==> config.mk <==
export PLATFORM = sky130hd
export DESIGN_NAME = atan2_div
export DESIGN_NICKNAME = d
export VERILOG_FILES = /design/src/sv/atan2_pkg.sv /design/src/sv/atan2_div.sv
export SDC_FILE = /design/constraint.sdc
export NUM_CORES = 2
export LEC_CHECK = 0
export BUFFER_PORTS_ARGS = -buffer_cell sky130_fd_sc_hd__buf_2
export CORE_MARGIN = 2
export CORE_UTILIZATION = 50
export CTS_CLUSTER_SIZE = 10
export DETAILED_ROUTE_END_ITERATION = 8
export PLACE_DENSITY = 0.7
export SETUP_SLACK_MARGIN = 0.2
export SLEW_MARGIN = 5
export SYNTH_ARGS = -nofsm -noshare
export SYNTH_HDL_FRONTEND = slang
export SYNTH_SLANG_ARGS = --single-unit
==> constraint.sdc <==
create_clock -name clk_i -period 4.8 [get_ports clk_i]
set_input_delay 0.96 -clock clk_i [delete_from_list [all_inputs] [get_ports clk_i]]
set_output_delay 0.96 -clock clk_i [all_outputs]
set_load 0.02 [all_outputs]
==> src/sv/atan2_pkg.sv <==
`timescale 1ns / 1ps
// ----------------------------------------------------------------------------
// atan2_pkg: shared types and constants
// Fixed-point formats, polynomial coefficients and the per-beat flag bundle
// that travels down the atan2 pipeline.
// ----------------------------------------------------------------------------
package atan2_pkg;

  localparam int COORD_WIDTH_DEF     = 32;
  localparam int ANGLE_FRAC_BITS_DEF = 29;

  // Ratio and coefficient fraction bits.
  localparam int QF    = 30;
  localparam int ACC_W = 33;
  localparam int NCOEF = 6;

  localparam logic signed [31:0] POLY_COEF [NCOEF] = '{
    32'sd1073717407, -32'sd357151731, 32'sd207815708,
    -32'sd125018842, 32'sd56536072, -32'sd12585543
  };

  // Pi in Q.60.
  localparam logic [63:0] PI_Q60      = 64'h3243F6A8885A308D;
  localparam logic [63:0] HALF_PI_Q60 = PI_Q60 >> 1;

  typedef struct packed {
    logic x_neg;
    logic x_zero;
    logic y_neg;
    logic y_zero;
    logic swap;    // |y| > |x|, ratio taken as |x| / |y|
    logic ge;      // numerator equals denominator, ratio is one
  } atan2_ctl_t;

endpackage

==> src/sv/atan2_div.sv <==
`timescale 1ns / 1ps
// ----------------------------------------------------------------------------
// atan2_div: pipelined restoring divider
// Produces a QF-bit fraction num/den, one quotient bit per register stage.
// ----------------------------------------------------------------------------
module atan2_div #(
  parameter int MAG_W = 32
) (
  input  logic                   clk_i,
  input  logic                   rst_ni,
  input  logic                   adv_i,
  input  logic                   valid_i,
  input  logic [MAG_W-1:0]       num_i,
  input  logic [MAG_W-1:0]       den_i,
  input  atan2_pkg::atan2_ctl_t  ctl_i,
  output logic                   valid_o,
  output logic [atan2_pkg::QF-1:0] quot_o,
  output atan2_pkg::atan2_ctl_t  ctl_o
);
  import atan2_pkg::*;

  localparam int REM_W = MAG_W + 1;

  logic [REM_W-1:0] rem_q  [QF];
  logic [QF-1:0]    quot_q [QF];
  logic [MAG_W-1:0] den_q  [QF];
  atan2_ctl_t       ctl_q  [QF];
  logic [QF-1:0]    v_q;

  for (genvar i = 0; i < QF; i++) begin : g_stage
    logic [REM_W-1:0] rem_in;
    logic [QF-1:0]    quot_in;
    logic [MAG_W-1:0] den_in;
    atan2_ctl_t       ctl_in;
    logic             v_in;
    logic [REM_W-1:0] rem_sh;
    logic             take;

    if (i == 0) begin : g_first
      assign rem_in  = REM_W'(num_i);
      assign quot_in = '0;
      assign den_in  = den_i;
      assign ctl_in  = ctl_i;
      assign v_in    = valid_i;
    end else begin : g_next
      assign rem_in  = rem_q[i-1];
      assign quot_in = quot_q[i-1];
      assign den_in  = den_q[i-1];
      assign ctl_in  = ctl_q[i-1];
      assign v_in    = v_q[i-1];
    end

    assign rem_sh = {rem_in[REM_W-2:0], 1'b0};
    assign take   = (rem_sh >= REM_W'(den_in));

    always_ff @(posedge clk_i or negedge rst_ni) begin
      if (!rst_ni) begin
        v_q[i] <= 1'b0;
      end else if (adv_i) begin
        v_q[i] <= v_in;
      end
    end

    always_ff @(posedge clk_i) begin
      if (adv_i) begin
        rem_q[i]  <= take ? (rem_sh - REM_W'(den_in)) : rem_sh;
        quot_q[i] <= {quot_in[QF-2:0], take};
        den_q[i]  <= den_in;
        ctl_q[i]  <= ctl_in;
      end
    end
  end

  assign valid_o = v_q[QF-1];
  assign quot_o  = quot_q[QF-1];
  assign ctl_o   = ctl_q[QF-1];

endmodule

# Word-level counts from Yosys, hierarchy flattened
# Memories as Yosys holds them, arrays and structs flattened.
# Index checks and enable logic that the tools add are counted.
# totals
reg_bits	30
ramBits	3030
in_bits	74
out_inout_bits	37
wordCells	126
memories	4
# memory_table
name	words	word_bits	rd	rd_ports_with_merged_regs	write_ports	line	source
rem_q	30	33	29	0	30	atan2_div.sv:24	logic [REM_W-1:0] rem_q [QF];
den_q	30	32	29	0	30	atan2_div.sv:26	logic [MAG_W-1:0] den_q [QF];
quot_q	30	30	30	0	30	atan2_div.sv:25	logic [QF-1:0] quot_q [QF];
ctl_q	30	6	30	0	30	atan2_div.sv:27	atan2_ctl_t ctl_q [QF];
# op_classes
n_addsub	30
order_cmp	30
n_mux	32
# op_table
op	n
$ge 33x32->1	30
$mux 33	30
$sub 33x32->33	30
$mux 1	2

# Longest topological paths before layout
# An unclocked memory read counts as a cell.
# depth
depth_word	3
depth_mapped	16
depth_no_buf	14

# Least setup slack after synthesis
# OpenSTA, ideal clock, no wires.
# synth_path
path_type	input-to-reg
start	in den_i[10]
end	mem rem_q[0][1] (netlist bit) (data pin)
setup_ns	0.267
arrival_time_ns	3.680
t_required_ns	4.533
slack_ns	0.853
path_stages	14
path_buffers	2
cell_sequence	inv_1 > ha_1 > and4_1 > and2_1 > a22o_1 > nor2_1 > a211oi_1 > o32a_1 > nand2b_1 > a31oi_1 > o21a_1 > clkbuf_1 > clkbuf_1 > o21ai_0
# synth_rtl
item	line	source
start, declared	atan2_div.sv:14	input logic [MAG_W-1:0] den_i,
end, declared	atan2_div.sv:24	

==> summary.md <==
| Metric | Value |
|---|---|
| Share of the synthesized area in the top cell type | `0.5545` |
| Post-synth top area cell | `edfxtp_1` |
| Synth top area cells | `edfxtp_1 55%, ha_1 8.9%, o21ai_0 3.4%, a21oi_1 3.3%, inv_1 3.3%` |
| Fin crit share | `0.9111` |
| Layout Skew | `40.83 ps` |
| Cell with the most instances after synthesis | `edfxtp_1` |
| Clk sinks | `2531` |
| HP Class | `in2async` |
| Setup crit start kind | `register` |
| R2r worst-path depth | `13` |
| Max Cap Viol | `0` |
| Initial antenna violation count | `2` |
| Root buffer cell | `clkbuf_16` |
| Avg Cell Area, Syn | `around 12 sq um` |
| DRT antenna net count | `0` |
| Total CTS buffers | `approximately 300` |
| Worst relative slew slack | `0.2282` |
| Tot Pwr | `0.1026 W` |
| Status | `finished, final reports clean` |
| Fmax | `approximately 0.23 GHz` |
| Gp weighted congestion | `a little over 0.9` |
| Synthesized area | `~140000 sq um` |
| Design area | `149700 sq um` |
| Post-CTS sizing | `0` |
| #FFs+latches synth | `2531` |
| Area delta synth->final | `10.54%` |
| Top_reg_cell synth | `edfxtp_1` |
| Yosys warns | `0` |
| GRT Total Usage | `0.2224` |
| CP endpoint kind | `register` |
| Max stage delay on crit path | `570 ps` |
| Worst path most repeated cell | `buf_4` |
| Setup ws final | `approximately 430 ps` |
| Initial drt markers | `roughly 7k` |
| Crit path kind | `reg2reg` |
| Syn Inst Count | `11.70k` |
| # rows | `191` |
| Number of port buffers | `110` |
| Worst slew pin tran | `~1200 ps` |
| Vert. Die Dim | `524.5 um` |
| First-pass GRT wire length | `489.6 mm` |
| Skew-Pair Late Insertion Delay | `920 ps` |
| Layout cell share with drive strength beyond 1 | `0.07943` |
| Ordered cell list for the critical path | `ha_1 > a21o_1 > o21bai_1 > or3_1 > o21ai_1 > o31ai_1 > buf_4 > a31oi_1 > o211ai_1 > a22oi_1 > o41a_1 > buf_4 > mux2_2` |
| Sum Neg Setup Slack | `0 ps` |
| Vias in the first global route | `88.59k` |
| Fraction of registers with async set/reset | `0.01185` |
| Drc violations | `0` |
| Post-Place Setup Slack | `about 320 ps` |
| I/O Pins | `111` |
| Final hold vios | `0` |
| Slowest stage cell, crit path | `o41a_1` |
| Post-synth EDFFs | `2501` |
| Largest net degree at the start of global routing | `145` |
| Vias per inst | `5.687` |
| Sequential fraction of the synthesis area | `0.5600` |
| Worst-path clk slew | `50 ps` |
| Post-CTS setup buffer count | `0` |
| 1st-pass router iterations | `8` |
| CTS Buffer Depth | `4` |
| Hpwl dp | `233.0 mm` |
| Vias | `slightly below 90k` |
| Slew Limit Fails | `0` |
| Pwr Density | `685.2 nW/um^2` |
| Finished Core Util | `0.5544` |
| Post-synth cell types | `99` |
| Total Wirelength | `313.0 mm` |
| Synthesized Nets | `12.76k` |
| Worst Path Max Fanout | `32` |
| H-tree depth | `5` |
| CTS tree | `yes` |
| Die Area | `275100 sq um` |
| P_leak | `~61 nW` |
| Core Region | `roughly 270000 sq um` |
| Final min period | `4373 ps` |
| Die W | `~520 um` |
| IR drop worst, VDD | `~0.35 mV` |
| Critical Path RT | `5440 ps` |
| Setup violators final | `0` |
| Wire length per cell | `19.96 um` |
| GRT overflow | `0` |
| Dpl cell area | `141000 sq um` |
| Worst R2R End | `rem_q[2][46]$_DFFE_PP_` |
| WP data arrival | `5010 ps` |
| RSZ-0062 raised after global routing | `false` |
| Initial Utilization | `0.5015` |
| Layout net count | `approximately 13k` |
| Worst Setup SP | `rem_q[2][7]$_DFFE_PP_` |
| CTS Hold Bufs | `0` |
| RR Startpoint | `rem_q[2][7]$_DFFE_PP_` |
| Commonest cells in the netlist | `2501 x edfxtp_1, 1192 x inv_1, 959 x ha_1, 910 x o21ai_0, 904 x nand2_1` |
| FF-to-FF setup slack | `430 ps` |
-- worst max path at each step --
stage and end:
6_report rem_q[2][46]$_DFFE_PP_, 3_3_place_gp rem_q[0][30]$_DFFE_PP_, 5_1_grt rem_q[6][97]$_DFFE_PP_, 3_5_place_dp rem_q[0][30]$_DFFE_PP_, 2_1_floorplan rem_q[0][1]$_DFFE_PP_, 4_1_cts rem_q[4][52]$_DFFE_PP_
-- per-stage QoR --
stage                     hold slack [ps]  cells
after floorplan                     400.3  11700
after global placement              400.2  15250
after detailed placement            404.5  15250
after CTS                           54.71  15680
after global routing                104.5  15680
final                               98.55  15690
-- cells in the final DEF, fill, tap and decap left out, types with 169 or more instances in the layout --
cell type     n
xor2_1      337
xnor2_1     420
clkbuf_16   313
nor2_1      587
mux2_2      251
o21ai_0     910
nand2_1     904
a21o_1      483
ha_1        959
a21oi_1     892
edfxtp_1   2501
nand2b_1    169
inv_1      1192
-- cell type report --
class / count / area, sq um
Inverter: 1194 / 4482
Clock inverter: 64 / 576.8
Tap cell: 3570 / 4467
Sequential cell: 2531 / 75850
Timing Repair Buffer: 235 / 1992
Fill cell: 22460 / 120300
Antenna cell: 4 / 10.01
Clock buffer: 366 / 8041
Multi-Input combinational cell: 7721 / 54290
-- logic make-up (layout without fill, tap and decap cells) --
group | count (synthesis) | count (layout) | share of synthesized area
adders and majority gates | 988 | 988 | 0.09288
buffers and inverters | 1451 | 1859 | 0.04105
and+or+nand+nor | 2517 | 2517 | 0.08724
other | 0 | 4 | 0
AOI/OAI and AO/OA | 3163 | 3165 | 0.1448
xor gates and xnor gates | 757 | 757 | 0.04895
DFF | 2531 | 2531 | 0.5600
muxes | 294 | 294 | 0.02502
-- registers in the layout (all words and copies together), names as in the netlist --
name and cells:
valid_o 1, quot_q 465, g_stage.v_in 29, ctl_q 180, den_q 928, rem_q 928
-- metal layers --
layer | GRT usage | vias up | routed length, um
met4 | 0.07763 | 0 | 11020
met1 | 0.2774 | 43110 | 130500
met5 | 0 | - | 0
met2 | 0.3974 | 2127 | 158600
met3 | 0.02645 | 612 | 12940
li1 | - | 43350 | -
-- power by group --
part	internal [W]	switching [W]
Sequential	0.0326	0.00378
Combinational	0.0196	0.0260
Clock	0.0119	0.00868
Total	0.0641	0.0384
-- critical path: cells and delay by family (launching register included) --
kind	cells	cell delay (ps)
buffers and inverters	2	580
muxes	1	380
AOI/OAI and AO/OA	8	2040
DFF	1	390
adders and majority gates	1	380
and+or+nand+nor	1	310
No activity file was read; power rests on OpenSTA's default activity.
